===== src/rtl/core/character_lcd_cell_renderer_defines.svh =====
// Assertion macros for the character LCD cell renderer.
// Included by the top level; depends on nothing else.
`ifndef CHARACTER_LCD_CELL_RENDERER_DEFINES_SVH
`define CHARACTER_LCD_CELL_RENDERER_DEFINES_SVH

// Whenever ante holds outside reset, cons must hold in the same cycle.
`define CCLR_ASSERT_IMP(label, clk, rst, ante, cons, msg) \
   label: assert property (@(posedge clk) disable iff (rst) (ante) |-> (cons)) \
      else $error(msg);

// The expression must never hold outside reset.
`define CCLR_ASSERT_NEVER(label, clk, rst, expr, msg) \
   label: assert property (@(posedge clk) disable iff (rst) !(expr)) \
      else $error(msg);

`endif


===== src/rtl/core/cclr_pkg.sv =====
// Shared types and constants of the character LCD cell renderer.
// Used by every module of the block; depends on nothing.
package cclr_pkg;

   localparam int TEXT_ROWS_DEF  = 4;
   localparam int TEXT_COLS_DEF  = 16;
   localparam int FONT_CHARS_DEF = 256;

   localparam int GLYPH_LINES = 8;
   localparam int LINE_PIX    = 5;
   localparam int GLYPH_BITS  = GLYPH_LINES * LINE_PIX;
   localparam int LINE_IDX_W  = $clog2(GLYPH_LINES);

   localparam int QUEUE_DEPTH = 2;

   localparam logic [7:0] SPACE_CODE = 8'h20;

   // Bottom two glyph lines, used for the underline cursor.
   localparam logic [GLYPH_BITS-1:0] UNDERLINE_MASK =
      {{(GLYPH_BITS - 2 * LINE_PIX){1'b0}}, {(2 * LINE_PIX){1'b1}}};

   localparam logic [2:0] CMD_WRITE_CHAR  = 3'd0;
   localparam logic [2:0] CMD_SET_CURSOR  = 3'd1;
   localparam logic [2:0] CMD_CLEAR       = 3'd2;
   localparam logic [2:0] CMD_BLINK_PHASE = 3'd3;
   localparam logic [2:0] CMD_LOAD_FONT   = 3'd4;

   localparam int CSR_IDX_W  = 3;
   localparam int CSR_DATA_W = 5;

   localparam logic [CSR_IDX_W-1:0] CSR_NUM_COLS      = 3'd0;
   localparam logic [CSR_IDX_W-1:0] CSR_NUM_ROWS      = 3'd1;
   localparam logic [CSR_IDX_W-1:0] CSR_UNDERLINE_EN  = 3'd2;
   localparam logic [CSR_IDX_W-1:0] CSR_BLINK_ENABLED = 3'd3;

   localparam logic [4:0] NUM_COLS_RST = 5'd16;
   localparam logic [2:0] NUM_ROWS_RST = 3'd2;

   typedef enum logic [2:0] {
      OP_WRITE,
      OP_SETCUR,
      OP_CLEAR,
      OP_BLINK,
      OP_FONT
   } op_type;

   typedef struct packed {
      op_type                op;
      logic [7:0]            char_code;
      logic [7:0]            cursor_row;
      logic [7:0]            cursor_col;
      logic                  blink_phase;
      logic [LINE_IDX_W-1:0] font_line;
      logic [LINE_PIX-1:0]   font_bits;
   } cmd_type;

   typedef struct packed {
      logic [4:0] num_cols;
      logic [2:0] num_rows;
      logic       underline_en;
      logic       blink_enabled;
   } cfg_type;

   typedef struct packed {
      logic init_busy;
      logic idle;
   } back_status_type;

   typedef enum logic [2:0] {
      ST_INIT,
      ST_IDLE,
      ST_TEXT,
      ST_FONT,
      ST_EMIT,
      ST_NEXT,
      ST_STORE,
      ST_CLR_STORE
   } state_type;

endpackage


===== src/rtl/core/cclr_queue.sv =====
// Short command queue between the front and back parts of the renderer.
// Depends on cclr_pkg for the command type and depth.
module cclr_queue (
   input  logic              clock,
   input  logic              reset,
   input  logic              push,
   input  cclr_pkg::cmd_type push_data,
   output logic              full,
   input  logic              pop,
   output logic              not_empty,
   output cclr_pkg::cmd_type head
);

   localparam int PTR_W = (cclr_pkg::QUEUE_DEPTH > 1) ? $clog2(cclr_pkg::QUEUE_DEPTH) : 1;
   localparam int CNT_W = $clog2(cclr_pkg::QUEUE_DEPTH + 1);

   cclr_pkg::cmd_type entries_ff [cclr_pkg::QUEUE_DEPTH];
   logic [PTR_W-1:0]  wr_ptr_ff, wr_ptr_in;
   logic [PTR_W-1:0]  rd_ptr_ff, rd_ptr_in;
   logic [CNT_W-1:0]  count_ff, count_in;

   always_comb begin
      wr_ptr_in = wr_ptr_ff;
      rd_ptr_in = rd_ptr_ff;
      if (push) begin
         wr_ptr_in = (wr_ptr_ff == PTR_W'(cclr_pkg::QUEUE_DEPTH - 1)) ? '0 : wr_ptr_ff + 1'b1;
      end
      if (pop) begin
         rd_ptr_in = (rd_ptr_ff == PTR_W'(cclr_pkg::QUEUE_DEPTH - 1)) ? '0 : rd_ptr_ff + 1'b1;
      end
      count_in = count_ff + CNT_W'(push) - CNT_W'(pop);
   end

   always_ff @(posedge clock) begin
      if (reset) begin
         wr_ptr_ff <= '0;
         rd_ptr_ff <= '0;
         count_ff  <= '0;
      end else begin
         wr_ptr_ff <= wr_ptr_in;
         rd_ptr_ff <= rd_ptr_in;
         count_ff  <= count_in;
      end
   end

   always_ff @(posedge clock) begin
      if (push) begin
         entries_ff[wr_ptr_ff] <= push_data;
      end
   end

   assign full      = (count_ff == CNT_W'(cclr_pkg::QUEUE_DEPTH));
   assign not_empty = (count_ff != '0);
   assign head      = entries_ff[rd_ptr_ff];

endmodule


===== config.mk =====
export PLATFORM = sky130hd
export DESIGN_NAME = cclr_queue
export DESIGN_NICKNAME = d
export VERILOG_FILES = /design/src/rtl/core/character_lcd_cell_renderer_defines.svh /design/src/rtl/core/cclr_pkg.sv /design/src/rtl/core/cclr_queue.sv
export SDC_FILE = /design/constraint.sdc
export NUM_CORES = 1
export LEC_CHECK = 0
export BUFFER_PORTS_ARGS = -buffer_cell sky130_fd_sc_hd__clkbuf_2
export CORE_MARGIN = 5
export CORE_UTILIZATION = 44
export CTS_BUF_LIST = sky130_fd_sc_hd__clkbuf_16
export CTS_CLUSTER_SIZE = 24
export DETAILED_ROUTE_END_ITERATION = 7
export GPL_ROUTABILITY_DRIVEN = 0
export HOLD_SLACK_MARGIN = 0.08
export PLACE_DENSITY = 0.73
export SYNTH_ARGS = -nofsm -noshare
export SYNTH_HDL_FRONTEND = slang
export SYNTH_SLANG_ARGS = --single-unit

===== constraint.sdc =====
create_clock -name clock -period 3.2 [get_ports clock]
set_input_delay 0.48 -clock clock [delete_from_list [all_inputs] [get_ports clock]]
set_output_delay 0.48 -clock clock [all_outputs]
set_load 0.005 [all_outputs]

==> qor.log <==
qor: run_status.run_status completed
qor: placed_design.hpwlAfterDp 3400 um
qor: clock_network.htree_levels 3
qor: floorplan.floorplan.core_area 6680 sq um
qor: min_path.type_of_the_tightest_min_delay_check primary input to flop
qor: yosys.post_synth_fa_ha_maj_area_fraction 0.00842
qor: finish.layout_common_cells clkbuf_2 (77), edfxtp_1 (72), mux2_4 (30), clkbuf_16 (9), mux2_2 (6)
qor: global_route.antenna_violations_before_repair 0
qor: placed_design.io_buffer_count 77
qor: yosys.synthXorXnorAreaFrac 0.0135
qor: global_route.largest_net_degree_at_the_start_of_global_routing 37
qor: sta.setup_total_negative_slack 0 ns
qor: clock_network.clockRootBuffer clkbuf_16
qor: yosys.post_synth_main_area_contributors edfxtp_1 (73%), mux2_4 (15%), dfxtp_1 (3.4%)
qor: detailed_routing.routed-via-count 1413
qor: detailed_routing.final_antenna_net_count 0
qor: power.power.leakage 0.00153 uW
qor: yosys.synthesis.instances 133
qor: floorplan.die_y 92.2 um
qor: finish.layout.cell_area.non_filler 3750 sq um
qor: setup_path.timing_worst_setup_path_type flop to output port
qor: sta.hold-worst-slack 0.347 ns
qor: clock_network.postCtsSetupBuffers 0
qor: detailed_routing.first_pass_iters 4
qor: setup_path.ff_to_ff_end entries_ff[0][8]
qor: sta.finalClockSkew 0.00282 ns
qor: detailed_routing.drt-total-wl 4860 um
qor: setup_path.worst_r2r_path_depth 2
qor: yosys.synth_largest_area_cell edfxtp_1
qor: sta.period_share 0.698
qor: setup_path.critPathCaptureType output port
qor: finish.filler_instances 529
qor: finish.area_delta_synth_final 26.3%
qor: finish.antenna_cells 0
qor: detailed_routing.dr.first_iter.drc_count 72
qor: power.power 2570 uW
qor: clock_network.clk_pin_slew_worst_setup_hold_paths 0.05 ns
qor: clock_network.clk_path_buf_depth 2
qor: yosys.synth.mux.area_fraction 0.174
qor: yosys.ys_seq_area_frac 0.762
qor: clock_network.tritoncts_num_sinks 77
qor: sta.worst_pin_slew 0.877 ns
qor: global_route.grt_use_total 0.121
qor: floorplan.design.portCount 78
qor: power.pwr_density_cell 684 nW/um^2
qor: global_route.grt_overflow 0
qor: floorplan.die_w 92.2 um
qor: setup_path.worst-endpoint-arrival 1.75 ns
qor: finish.multi_input_area 638 sq um
qor: clock_network.post_cts_resize_count 0
qor: clock_network.tritoncts done
qor: finish.layout.cells.most_common clkbuf_2
qor: setup_path.regToRegStartpoint wr_ptr_ff
qor: global_route.grt_pass1_wl 7510 um
qor: yosys.yosysTopAreaCellShare 0.728
qor: sta.final-max-slew-violation-count 0
qor: clock_network.postCtsHoldBufs 0
qor: setup_path.timing.critical_path.from_type flop
qor: sta.final-setup-viol-count 0
qor: setup_path.r2r_slack 1.64 ns
qor: sta.number_of_endpoints_with_negative_hold_slack_in_the_final_report 0
qor: sta.slew_headroom 0.415
qor: finish.layout-drive-gt1-share 0.585
qor: yosys.synth-warning-count 0
qor: yosys.syn_area_per_cell 22.3 sq um
qor: clock_network.cts-buffers-inserted 9
qor: floorplan.initial_core_util 0.445
qor: floorplan.placement_rows 30
qor: setup_path.worstPathRequired 2.72 ns
qor: power.irDropWorstVdd 0.000334 V
qor: placed_design.detailed_place.area 3420 sq um
qor: yosys.ys_seq_elements 77
qor: yosys.synth.distinct_cells 14
qor: yosys.mappedNetlistArea 2970 sq um
qor: min_path.hp-start push_data[2]
qor: yosys.synth_fp_nets 175
qor: min_path.hold_depth 1
qor: detailed_routing.vias_per_cell 4.65
qor: sta.min_period 2.23 ns
qor: min_path.hold_path_end entries_ff[1][2]
qor: clock_network.clkLatencyLatePin 0.32 ns
qor: finish.finish.net_count 261
qor: sta.timing.fmax 448 MHz
qor: detailed_routing.post_drt_wl_per_cell 16.0 um
qor: detailed_routing.remaining_design_rule_violation_count 0
qor: yosys.synth-simple-area-share 0.0156
qor: global_route.number_of_global_route_vias_before_repair 1543
qor: sta.setup_repair_after_global_routing_missed_its_margin false
qor: yosys.synth_compound_area_frac 0
qor: yosys.synth_top_family_by_area multiplexers
qor: finish.seq_area 2260 sq um
qor: setup_path.crit_path_max_fanout 19
qor: job.maxCapViolations 0
qor: floorplan.die_area 8490 sq um
-- per-layer routing --
layer,track usage,share of wire
met1,0.133,0.41
met2,0.205,0.53
met3,0.0336,0.040
met4,0.0743,0.014
met5,0,0
-- area by class of cell --
type,instances,share of cell area
repair buffers,79,0.110
clock buffers,9,0.0600
multi-input cells,50,0.170
flip-flops and latches,77,0.603
clock inverters,7,0.0280
well taps,80,0.0267
inverters,2,0.00200
-- worst max path at each step --
stage                     start               end  slack, ns  depth (start not counted)
after floorplan            push  entries_ff[0][0]       0.67                          1
after global placement     flop          head[33]       1.27                          3
after detailed placement   flop          head[34]       1.27                          3
after CTS                  flop          head[33]       0.92                          3
after global routing       flop          head[34]       0.86                          3
final                      flop          head[33]       0.97                          3
-- power breakdown --
part           total (uW)  switching (uW)  internal, uW
registers            1210            31.6          1180
clock network        1100             349           750
logic                 262             106           156
total                2570             486          2080
-- cell usage after synthesis --
library cell and n:
edfxtp_1 72, mux2_4 30, mux2_2 6, dfxtp_1 5, nor2_1 4, buf_12 3, nor2b_1 3, ha_1 2
inv_1 2, xnor2_1 2, and2_1 1, buf_6 1, or2_2 1, xnor3_1 1
-- cells by family (layout without fill, tap and decap cells) --
family,after synthesis,count (layout)
fa+ha+maj,2,2
flops,77,77
buf+inv,6,97
mux,36,36
simple gates,9,9
xor+xnor,3,3
-- worst max-delay path: stages, from the launching register on --
cell and delay, ns:
dfxtp_2 0.70, buf_12 0.26, mux2_2 0.35, clkbuf_2 0.11
-- registers in the layout, summed over array words and instances (netlist names), named ones only --
| signal | flops |
|---|---|
| count_ff | 2 |
| rd_ptr_ff | 1 |
| wr_ptr_ff | 1 |
| entries_ff | 72 |
-- through the flow --
step | setup WS (ns) | util | std cells
finish | 0.967 | 0.562 | 304
global route | 0.862 | 0.562 | 304
CTS | 0.924 | 0.562 | 304
detailed placement | 1.27 | 0.512 | 288
global placement | 1.27 | 0.512 | 288
floorplan | 0.668 | - | 133
Note: power is estimated with default switching activity, not from simulation.
